`config.mk`:
```
export PLATFORM = sky130hd
export DESIGN_NAME = gamepad_command_frame_encoder
export DESIGN_NICKNAME = d
export VERILOG_FILES = /design/src/rtl/core/gcfe_pkg.sv /design/src/rtl/core/gcfe_div.sv /design/src/rtl/core/gcfe_enc.sv /design/src/rtl/core/gcfe_ser.sv /design/src/rtl/core/gamepad_command_frame_encoder.sv
export SDC_FILE = /design/constraint.sdc
export NUM_CORES = 2
export LEC_CHECK = 0
export CAP_MARGIN = 5
export CORE_UTILIZATION = 50
export DETAILED_ROUTE_END_ITERATION = 8
export DONT_BUFFER_PORTS = 1
export PLACE_DENSITY = 0.68
export SYNTH_ARGS = -nofsm -noshare
export SYNTH_HDL_FRONTEND = slang
export SYNTH_HIERARCHICAL = 1
export SYNTH_SLANG_ARGS = --single-unit
export TNS_END_PERCENT = 5
```
`constraint.sdc`:
```
create_clock -name clk -period 19.8 [get_ports clk]
set_input_delay 3.96 -clock clk [delete_from_list [all_inputs] [get_ports clk]]
set_output_delay 3.96 -clock clk [all_outputs]
set_load 0.05 [all_outputs]
```
`src/rtl/core/gcfe_pkg.sv`:
```
package gcfe_pkg;

    localparam int unsigned CFG_IDX_W  = 3;
    localparam int unsigned CFG_DATA_W = 14;
    localparam int unsigned S_DATA_W   = 88;
    localparam int unsigned M_DATA_W   = 8;

    typedef enum logic [CFG_IDX_W-1:0] {
        REG_TRIGGER_DEAD = 3'd0,
        REG_TRIGGER_MID  = 3'd1,
        REG_TRIGGER_HIGH = 3'd2,
        REG_DIST_LOW     = 3'd3,
        REG_DIST_MID     = 3'd4,
        REG_DIST_HIGH    = 3'd5
    } cfg_idx_t;

    localparam logic [7:0]  TRIGGER_DEAD_RST = 8'd5;
    localparam logic [7:0]  TRIGGER_MID_RST  = 8'd120;
    localparam logic [7:0]  TRIGGER_HIGH_RST = 8'd240;
    localparam logic [13:0] DIST_LOW_RST     = 14'd100;
    localparam logic [13:0] DIST_MID_RST     = 14'd3000;
    localparam logic [13:0] DIST_HIGH_RST    = 14'd6000;

    // x / 400 as (x * ceil(2^24 / 400)) >> 24, exact for |x| <= 32768
    localparam logic [15:0] DIV_RECIP = 16'd41944;
    localparam int unsigned DIV_SHIFT = 24;

    // index of the final byte in a frame
    localparam logic [1:0] LAST_NO_STEER = 2'd2;
    localparam logic [1:0] LAST_STEER    = 2'd3;

    typedef struct packed {
        logic [7:0]  trigger_dead;
        logic [7:0]  trigger_mid;
        logic [7:0]  trigger_high;
        logic [13:0] dist_low;
        logic [13:0] dist_mid;
        logic [13:0] dist_high;
    } cfg_t;

    typedef struct packed {
        logic signed [15:0] left_x;
        logic signed [15:0] left_y;
        logic signed [15:0] right_x;
        logic signed [15:0] right_y;
        logic [7:0]         left_trigger;
        logic [7:0]         right_trigger;
        logic               fire_button;
        logic               reverse_button;
        logic               strut_fwd_button;
        logic               strut_rev_button;
    } snap_t;

    typedef struct packed {
        logic signed [7:0] lx;
        logic signed [7:0] ly;
        logic signed [7:0] rx;
        logic signed [7:0] ry;
        logic [7:0]        lt;
        logic [7:0]        rt;
        logic              fire;
        logic              rev;
        logic              sfw;
        logic              srv;
    } quot_t;

    typedef struct packed {
        logic [3:0][7:0] bytes;
        logic [1:0]      last_idx;
        logic            rumble;
    } frame_t;

endpackage

```
`src/rtl/core/gcfe_div.sv`:
```
module gcfe_div
    import gcfe_pkg::*;
(
    input  logic  clk,
    input  logic  rst_n,
    input  logic  in_valid,
    output logic  in_ready,
    input  snap_t in_snap,
    output logic  out_valid,
    input  logic  out_ready,
    output quot_t out_quot
);

    logic  valid_reg;
    snap_t snap_reg;

    function automatic logic signed [7:0] div400(input logic signed [15:0] x);
        logic [15:0] mag;
        logic [31:0] prod;
        logic [7:0]  q;
        mag  = x[15] ? 16'(-x) : 16'(x);
        prod = 32'(mag) * 32'(DIV_RECIP);
        q    = {1'b0, prod[DIV_SHIFT+6:DIV_SHIFT]};
        return x[15] ? signed'(8'(-q)) : signed'(q);
    endfunction

    assign in_ready  = !valid_reg || out_ready;
    assign out_valid = valid_reg;

    always_ff @(posedge clk or negedge rst_n)
    begin
        if (!rst_n)
        begin
            valid_reg <= 1'b0;
        end
        else if (in_ready)
        begin
            valid_reg <= in_valid;
        end
    end

    always_ff @(posedge clk)
    begin
        if (in_valid && in_ready)
        begin
            snap_reg <= in_snap;
        end
    end

    always_comb
    begin
        out_quot.lx   = div400(snap_reg.left_x);
        out_quot.ly   = div400(snap_reg.left_y);
        out_quot.rx   = div400(snap_reg.right_x);
        out_quot.ry   = div400(snap_reg.right_y);
        out_quot.lt   = snap_reg.left_trigger;
        out_quot.rt   = snap_reg.right_trigger;
        out_quot.fire = snap_reg.fire_button;
        out_quot.rev  = snap_reg.reverse_button;
        out_quot.sfw  = snap_reg.strut_fwd_button;
        out_quot.srv  = snap_reg.strut_rev_button;
    end

endmodule

```
`src/rtl/core/gcfe_enc.sv`:
```
module gcfe_enc
    import gcfe_pkg::*;
(
    input  logic   clk,
    input  logic   rst_n,
    input  cfg_t   cfg,
    input  logic   in_valid,
    output logic   in_ready,
    input  quot_t  in_quot,
    output logic   out_valid,
    input  logic   out_ready,
    output frame_t out_frame
);

    logic  valid_reg;
    quot_t q_reg;

    logic signed [15:0] sqx;
    logic signed [15:0] sqy;
    logic [13:0]        dist_sq;
    logic [6:0]         ax;
    logic               lx_pos;
    logic               ly_pos;
    logic               lrel;
    logic               rrel;
    logic               lpress;
    logic               rpress;
    logic [1:0]         lt_lvl;
    logic [1:0]         rt_lvl;
    logic signed [3:0]  vx;
    logic signed [3:0]  vy;
    logic signed [3:0]  lu;
    logic signed [3:0]  ld;
    logic signed [3:0]  ru;
    logic signed [3:0]  rd;
    logic [1:0]         sx_mag;
    logic [1:0]         sy_mag;
    logic [7:0]         btn;

    function automatic logic signed [3:0] sgn_lvl(input logic pos, input logic [1:0] mag);
        logic signed [3:0] m;
        m = signed'({2'b00, mag});
        return pos ? m : -m;
    endfunction

    // direction bit (set when positive) above a 2-bit magnitude
    function automatic logic [2:0] pack_wheel(input logic signed [3:0] v);
        logic [3:0] a;
        a = v[3] ? 4'(-v) : 4'(v);
        return {(v > 4'sd0), a[1:0]};
    endfunction

    function automatic logic [1:0] trig_lvl(input logic [7:0] t, input cfg_t c);
        logic [1:0] r;
        if (t > c.trigger_high)
        begin
            r = 2'd3;
        end
        else if (t > c.trigger_mid)
        begin
            r = 2'd2;
        end
        else
        begin
            r = 2'd1;
        end
        return r;
    endfunction

    function automatic logic [1:0] steer_mag(input logic signed [7:0] p);
        logic [6:0] a;
        logic [1:0] m;
        a = p[7] ? 7'(-p) : 7'(p);
        if (a > 7'd75)
        begin
            m = 2'd3;
        end
        else if (a > 7'd40)
        begin
            m = 2'd2;
        end
        else if (a > 7'd15)
        begin
            m = 2'd1;
        end
        else
        begin
            m = 2'd0;
        end
        return m;
    endfunction

    assign in_ready  = !valid_reg || out_ready;
    assign out_valid = valid_reg;

    always_ff @(posedge clk or negedge rst_n)
    begin
        if (!rst_n)
        begin
            valid_reg <= 1'b0;
        end
        else if (in_ready)
        begin
            valid_reg <= in_valid;
        end
    end

    always_ff @(posedge clk)
    begin
        if (in_valid && in_ready)
        begin
            q_reg <= in_quot;
        end
    end

    assign sqx     = q_reg.lx * q_reg.lx;
    assign sqy     = q_reg.ly * q_reg.ly;
    assign dist_sq = sqx[13:0] + sqy[13:0];
    assign ax      = q_reg.lx[7] ? 7'(-q_reg.lx) : 7'(q_reg.lx);
    assign lx_pos  = q_reg.lx > 8'sd0;
    assign ly_pos  = q_reg.ly > 8'sd0;
    assign lrel    = q_reg.lt < cfg.trigger_dead;
    assign rrel    = q_reg.rt < cfg.trigger_dead;
    assign lpress  = q_reg.lt > cfg.trigger_dead;
    assign rpress  = q_reg.rt > cfg.trigger_dead;
    assign lt_lvl  = trig_lvl(q_reg.lt, cfg);
    assign rt_lvl  = trig_lvl(q_reg.rt, cfg);

    always_comb
    begin
        vx = 4'sd0;
        vy = 4'sd0;
        priority if (ax > 7'd75)
        begin
            vx = sgn_lvl(lx_pos, 2'd3);
        end
        else if (ax > 7'd40)
        begin
            vx = sgn_lvl(lx_pos, 2'd2);
            if (dist_sq > cfg.dist_high)
            begin
                vy = sgn_lvl(ly_pos, 2'd1);
            end
        end
        else if (ax > 7'd25)
        begin
            vx = sgn_lvl(lx_pos, 2'd1);
            if (dist_sq > cfg.dist_high)
            begin
                vy = sgn_lvl(ly_pos, 2'd2);
            end
            else if (dist_sq > cfg.dist_mid)
            begin
                vy = sgn_lvl(ly_pos, 2'd1);
            end
        end
        else
        begin
            if (dist_sq > cfg.dist_high)
            begin
                vy = sgn_lvl(ly_pos, 2'd3);
            end
            else if (dist_sq > cfg.dist_mid)
            begin
                vy = sgn_lvl(ly_pos, 2'd2);
            end
            else if (dist_sq > cfg.dist_low)
            begin
                vy = sgn_lvl(ly_pos, 2'd1);
            end
        end
    end

    always_comb
    begin
        lu = 4'sd0;
        ld = 4'sd0;
        ru = 4'sd0;
        rd = 4'sd0;
        // both released: drive from the stick; both pressed, or a trigger sitting exactly on the dead value: stop
        if (lrel && rrel)
        begin
            ru = vx + vy;
            ld = vx + vy;
            lu = vy - vx;
            rd = vy - vx;
        end
        else if (lpress && rrel)
        begin
            lu = sgn_lvl(1'b1, lt_lvl);
            ld = sgn_lvl(1'b1, lt_lvl);
            ru = sgn_lvl(1'b0, lt_lvl);
            rd = sgn_lvl(1'b0, lt_lvl);
        end
        else if (lrel && rpress)
        begin
            lu = sgn_lvl(1'b0, rt_lvl);
            ld = sgn_lvl(1'b0, rt_lvl);
            ru = sgn_lvl(1'b1, rt_lvl);
            rd = sgn_lvl(1'b1, rt_lvl);
        end
    end

    assign sx_mag = steer_mag(q_reg.rx);
    assign sy_mag = steer_mag(q_reg.ry);

    // weights 48, 32, 12 and 8 on a base of 64; they may overlap
    assign btn = 8'd64 + (q_reg.fire ? 8'd48 : 8'd0) + (q_reg.rev ? 8'd32 : 8'd0)
               + (q_reg.sfw ? 8'd12 : 8'd0) + (q_reg.srv ? 8'd8 : 8'd0);

    always_comb
    begin
        out_frame.bytes[0] = {2'b10, pack_wheel(lu), pack_wheel(ld)};
        out_frame.bytes[1] = {2'b11, pack_wheel(ru), pack_wheel(rd)};
        out_frame.bytes[2] = btn;
        out_frame.bytes[3] = {2'b00, (sx_mag != 2'd0) && !q_reg.rx[7], sx_mag,
                              (sy_mag != 2'd0) && !q_reg.ry[7], sy_mag};
        out_frame.last_idx = ((sx_mag != 2'd0) || (sy_mag != 2'd0)) ? LAST_STEER
                                                                    : LAST_NO_STEER;
        out_frame.rumble   = q_reg.fire;
    end

endmodule

```
`src/rtl/core/gcfe_ser.sv`:
```
module gcfe_ser
    import gcfe_pkg::*;
(
    input  logic   clk,
    input  logic   rst_n,
    input  logic   in_valid,
    output logic   in_ready,
    input  frame_t in_frame,
    output logic   out_valid,
    input  logic   out_ready,
    output logic [7:0] out_byte,
    output logic   out_last,
    output logic   out_rumble
);

    logic       valid_reg;
    logic [1:0] idx_reg;
    frame_t     frame_reg;
    logic       take;
    logic       finish;
    logic       load;

    assign out_valid  = valid_reg;
    assign out_byte   = frame_reg.bytes[idx_reg];
    assign out_last   = idx_reg == frame_reg.last_idx;
    assign out_rumble = frame_reg.rumble;

    assign take     = valid_reg && out_ready;
    assign finish   = take && out_last;
    // next frame loads as the last word of the current one leaves
    assign in_ready = !valid_reg || finish;
    assign load     = in_valid && in_ready;

    always_ff @(posedge clk or negedge rst_n)
    begin
        if (!rst_n)
        begin
            valid_reg <= 1'b0;
            idx_reg   <= 2'd0;
        end
        else if (load)
        begin
            valid_reg <= 1'b1;
            idx_reg   <= 2'd0;
        end
        else if (finish)
        begin
            valid_reg <= 1'b0;
            idx_reg   <= 2'd0;
        end
        else if (take)
        begin
            idx_reg <= idx_reg + 2'd1;
        end
    end

    always_ff @(posedge clk)
    begin
        if (load)
        begin
            frame_reg <= in_frame;
        end
    end

    a_idx_in_frame: assert property (@(posedge clk) disable iff (!rst_n)
        valid_reg |-> idx_reg <= frame_reg.last_idx)
        else $error("word index past end of frame");

    a_idx_step: assert property (@(posedge clk) disable iff (!rst_n)
        (take && !out_last) |=> (valid_reg && idx_reg == $past(idx_reg) + 2'd1))
        else $error("word index did not advance");

    a_drain: assert property (@(posedge clk) disable iff (!rst_n)
        (finish && !in_valid) |=> !valid_reg)
        else $error("frame still valid after its last word");

    a_load_first: assert property (@(posedge clk) disable iff (!rst_n)
        load |=> (valid_reg && idx_reg == 2'd0))
        else $error("new frame did not start at its first word");

endmodule

```
`src/rtl/core/gamepad_command_frame_encoder.sv`:
```
// Gamepad command frame encoder.
//
// Slave stream: one gamepad snapshot per word. Master stream: the command
// bytes of each snapshot, one per word: motor byte 1, motor byte 2, button
// byte, then a steering byte only when the right stick leaves its centre.
// m_axis_tlast marks the final byte of a snapshot; m_axis_tuser carries the
// rumble flag, the same on every byte of the snapshot.
// Configuration: cfg_we writes cfg_data to the register cfg_index in the
// same edge; indexes beyond the last register are ignored.
//
// Pipeline: the first byte is presented once the snapshot has passed the
// quotient register and then the frame register. The frame register then
// sends one byte per cycle while m_axis_tready is high, so a snapshot
// occupies the output for three or four bytes; that serialiser sets the
// sustained rate. Two snapshots can wait in the earlier stages, and a new
// one is taken every cycle there is room.
// Reset clears all valid flags and loads the default thresholds. When the
// receiver holds m_axis_tready low the current byte holds, and the stages
// behind fill and then drop s_axis_tready.
module gamepad_command_frame_encoder
    import gcfe_pkg::*;
(
    input  logic                  clk,
    input  logic                  rst_n,
    input  logic                  s_axis_tvalid,
    output logic                  s_axis_tready,
    // left_x[15:0], left_y[31:16], right_x[47:32], right_y[63:48],
    // left_trigger[71:64], right_trigger[79:72], fire_button[80],
    // reverse_button[81], strut_fwd_button[82], strut_rev_button[83], zero
    input  logic [S_DATA_W-1:0]   s_axis_tdata,
    output logic                  m_axis_tvalid,
    input  logic                  m_axis_tready,
    // frame_byte[7:0]
    output logic [M_DATA_W-1:0]   m_axis_tdata,
    output logic                  m_axis_tlast,
    // rumble[0]
    output logic                  m_axis_tuser,
    input  logic                  cfg_we,
    input  logic [CFG_IDX_W-1:0]  cfg_index,
    input  logic [CFG_DATA_W-1:0] cfg_data
);

    cfg_t   cfg_reg;
    snap_t  snap;
    quot_t  quot;
    frame_t frame;
    logic   div_valid;
    logic   div_ready;
    logic   enc_valid;
    logic   enc_ready;

    always_ff @(posedge clk or negedge rst_n)
    begin
        if (!rst_n)
        begin
            cfg_reg.trigger_dead <= TRIGGER_DEAD_RST;
            cfg_reg.trigger_mid  <= TRIGGER_MID_RST;
            cfg_reg.trigger_high <= TRIGGER_HIGH_RST;
            cfg_reg.dist_low     <= DIST_LOW_RST;
            cfg_reg.dist_mid     <= DIST_MID_RST;
            cfg_reg.dist_high    <= DIST_HIGH_RST;
        end
        else if (cfg_we)
        begin
            unique case (cfg_idx_t'(cfg_index))
                REG_TRIGGER_DEAD: cfg_reg.trigger_dead <= cfg_data[7:0];
                REG_TRIGGER_MID:  cfg_reg.trigger_mid  <= cfg_data[7:0];
                REG_TRIGGER_HIGH: cfg_reg.trigger_high <= cfg_data[7:0];
                REG_DIST_LOW:     cfg_reg.dist_low     <= cfg_data;
                REG_DIST_MID:     cfg_reg.dist_mid     <= cfg_data;
                REG_DIST_HIGH:    cfg_reg.dist_high    <= cfg_data;
                default:          ;
            endcase
        end
    end

    always_comb
    begin
        snap.left_x           = signed'(s_axis_tdata[15:0]);
        snap.left_y           = signed'(s_axis_tdata[31:16]);
        snap.right_x          = signed'(s_axis_tdata[47:32]);
        snap.right_y          = signed'(s_axis_tdata[63:48]);
        snap.left_trigger     = s_axis_tdata[71:64];
        snap.right_trigger    = s_axis_tdata[79:72];
        snap.fire_button      = s_axis_tdata[80];
        snap.reverse_button   = s_axis_tdata[81];
        snap.strut_fwd_button = s_axis_tdata[82];
        snap.strut_rev_button = s_axis_tdata[83];
    end

    gcfe_div u_div (
        .clk       (clk),
        .rst_n     (rst_n),
        .in_valid  (s_axis_tvalid),
        .in_ready  (s_axis_tready),
        .in_snap   (snap),
        .out_valid (div_valid),
        .out_ready (div_ready),
        .out_quot  (quot)
    );

    gcfe_enc u_enc (
        .clk       (clk),
        .rst_n     (rst_n),
        .cfg       (cfg_reg),
        .in_valid  (div_valid),
        .in_ready  (div_ready),
        .in_quot   (quot),
        .out_valid (enc_valid),
        .out_ready (enc_ready),
        .out_frame (frame)
    );

    gcfe_ser u_ser (
        .clk        (clk),
        .rst_n      (rst_n),
        .in_valid   (enc_valid),
        .in_ready   (enc_ready),
        .in_frame   (frame),
        .out_valid  (m_axis_tvalid),
        .out_ready  (m_axis_tready),
        .out_byte   (m_axis_tdata),
        .out_last   (m_axis_tlast),
        .out_rumble (m_axis_tuser)
    );

endmodule
```
==> impl_metrics.yaml <==
finish:
  layout.cells.most_common: "sky130_fd_sc_hd__inv_1"
  largest_reg_flops: 66
  area.growth.synth_to_final_pct: 5.51
  final-instance-count-excl-fill: 4037
  mostFrequentLayoutCells: "829 x sky130_fd_sc_hd__inv_1, 580 x sky130_fd_sc_hd__ha_1, 376 x sky130_fd_sc_hd__fa_1"
  nets: 4225
  final_layout_size_suffix_gt1_share_pct: 6.29
  nFillCells: 5744
  num_antenna_cells: 0
logic_synthesis:
  count_of_warnings_emitted_by_yosys: 6
  number_of_enable_type_register_cells_in_the_synthesized_netlist: 171
  async_reset_ff_share_pct: 29.3
  most_used_flip_flop_cell_after_synthesis: "sky130_fd_sc_hd__edfxtp_1"
  ys_seq_elements: 242
  largest_area_contributor_in_the_synthesized_netlist: "sky130_fd_sc_hd__fa_1"
  mappedNetlistArea_um2: 32900
  avgSynthCellArea_um2: 10.3
  synthesis.instances: 3188
  netlist-cell-type-count: 95
  netlist.area_leader.share_pct: 22.9
  cell_types_with_the_largest_area_share_after_synthesis: "sky130_fd_sc_hd__fa_1 23%, sky130_fd_sc_hd__ha_1 22%, sky130_fd_sc_hd__edfxtp_1 16%"
  synth_sequential_area_ratio_pct: 21.1
cts:
  ctsResizeCount: 0
  path_clk_slew_ns: 0.06
  htree_num_levels: 1
  cts-root-to-sink-buffers: 3
  cts-buffers-inserted: 31
  cts_setup_buffers: 0
  clkSinkCount: 242
  cts_tree: "yes"
  clk_root_buffer_cell: "sky130_fd_sc_hd__clkbuf_16"
  cts_hold_buf: 0
  clk-insertion-delay-late_ns: 0.62
sta:
  setup_repair_after_global_routing_missed_its_margin: "false"
  timing_hold_violations_final: 0
  timing.final.setup_violations: 0
  max_freq_ghz: 0.104
  finalSetupTns_ns: 0
  worst_clock_skew_on_the_final_layout_ns: 0.0140
  finalWorstSetupSlack_ns: 10.18
  post-route-period-util_pct: 48.6
  period_minus_slack_ns: 9.62
  final_max_slew_viol_count: 0
  timing_worst_slew_pin_value_ns: 1.12
  slew_headroom_pct: 25.1
placed_design:
  dpl_worst_slack_ns: 10.20
  dp_hpwl_um: 52100
  placed_cells_incl_taps: 3981
  port-buffer-count: 0
  routabilityCongestion: 0.864
worst_hold_path:
  timing.hold.worst.class: "flip-flop to flip-flop"
worst_setup_path:
  crit_slowest_cell: "sky130_fd_sc_hd__o311ai_0"
  crit_path_max_fanout: 9
  timing.critical_path.mode_cell: "sky130_fd_sc_hd__ha_1"
  arrival_ns: 9.98
  cpPeakStageDelay_ns: 0.92
  critPathKind: "flip-flop to flip-flop"
  endpoint_kind: "flip-flop"
  startpoint_kind_of_the_worst_setup_timing_path: "flip-flop"
  required_ns: 20.16
detailed_routing:
  route.detailed.wl_per_inst_um: 15.2
  avgViaCountPerCell: 5.05
  routed_wirelength_um: 61400
  via_count: 20400
  drc_errors: 0
  drt-pass1-iter-count: 7
  detailedRoute.firstIterationViolations: 657
  final_antenna_net_count: 0
floorplan:
  rows: 93
  design.die.area_um2: 66900
  die_extent_in_x_um: 259
  start_util_pct: 50.9
  core_area_um2: 64700
  boundaryPins: 122
  fp.dieH_um: 259
grt:
  gr-usage-all-layers_pct: 19.1
  wire_length_of_the_first_global_routing_pass_um: 105000
  grt_overflow: 0
  grt_antenna_before_repair: 0
  grt_max_degree: 72
  grt_pass1_vias: 21400
job:
  timing.max_cap.violations: 0
run_status:
  outcome: "finished, final reports clean"
[metrics by stage]
stage,area [um2],utilization [%],hold WS [ns]
after floorplan,32900,-,0.450
after global placement,33600,52.0,0.404
after detailed placement,33600,52.0,0.407
after CTS,34700,53.7,0.422
after global routing,34700,53.7,0.427
final,34700,53.7,0.419
[logic make-up (layout without fill, tap and decap cells)]
logic type	Yosys count	in the layout	share of synthesized area [%]
flip-flops	242	242	21.1
buffers and inverters	906	893	10.8
adder cells (fa/ha/maj)	956	956	44.9
other	2	9	0.0228
AND/OR/NAND/NOR	436	436	7.04
XOR/XNOR	186	186	5.14
AO/OA/AOI/OAI	376	376	7.83
multiplexers	84	84	3.15
[critical path: cells and delay by family (launching register included)]
kind	cells	cell delay [ns]
buf+inv	4	0.53
simple gates	3	1.12
fa+ha+maj	11	4.16
xor+xnor	1	0.15
flops	1	0.47
compound gates	10	2.92
[metal layers]
metal / vias up / GRT usage [%] / share of wire [%]
li1: 10300 / - / -
met1: 9855 / 26.1 / 48
met3: 60 / 1.80 / 2.3
met4: 0 / 3.78 / 2.0
met5: - / 0 / 0
met2: 203 / 33.3 / 48
[area by class of cell]
type	instances	area, um2	share of cell area, %
inverters	832	3120	8.99
clock buffers	36	805	2.32
clock inverters	20	284	0.818
repair buffers	5	37.5	0.108
flip-flops and latches	242	6950	20.0
well taps	855	1070	3.08
multi-input cells	2047	22500	64.7
[synth_stat cells (all sizes together) (22+ instances only)]
cell type and count:
a21o 49, a21oi 73, and2 37, buf 51, clkbuf 23, dfrtp 44
dfstp 27, edfxtp 171, fa 376, ha 580, inv 830, mux2 70
nand2 100, nand2b 22, nand3 25, nor2 98, nor2b 22, nor3 32
o21ai 75, o21bai 25, o31ai 24, xnor2 119, xor2 65
[worst paths after layout]
path                                   start                   to  slack, ns  cells past startpoint
setup / recovery             u_enc/q_reg[43]  u_ser/frame_reg[15]      10.18                     29
hold / removal             u_div/out_quot[2]       u_enc/q_reg[2]       0.42                      0
setup reg to reg             u_enc/q_reg[43]  u_ser/frame_reg[15]      10.18                     29
hold reg to reg            u_div/out_quot[2]       u_enc/q_reg[2]       0.42                      0
max in group asynchronous              rst_n           cfg_reg[8]      16.56                      0
min in group asynchronous              rst_n          cfg_reg[44]       3.04                      0
Power is left out: the tool's default activity adds up to more than one toggle a clock period on the data nets, which glitch-free logic cannot reach.
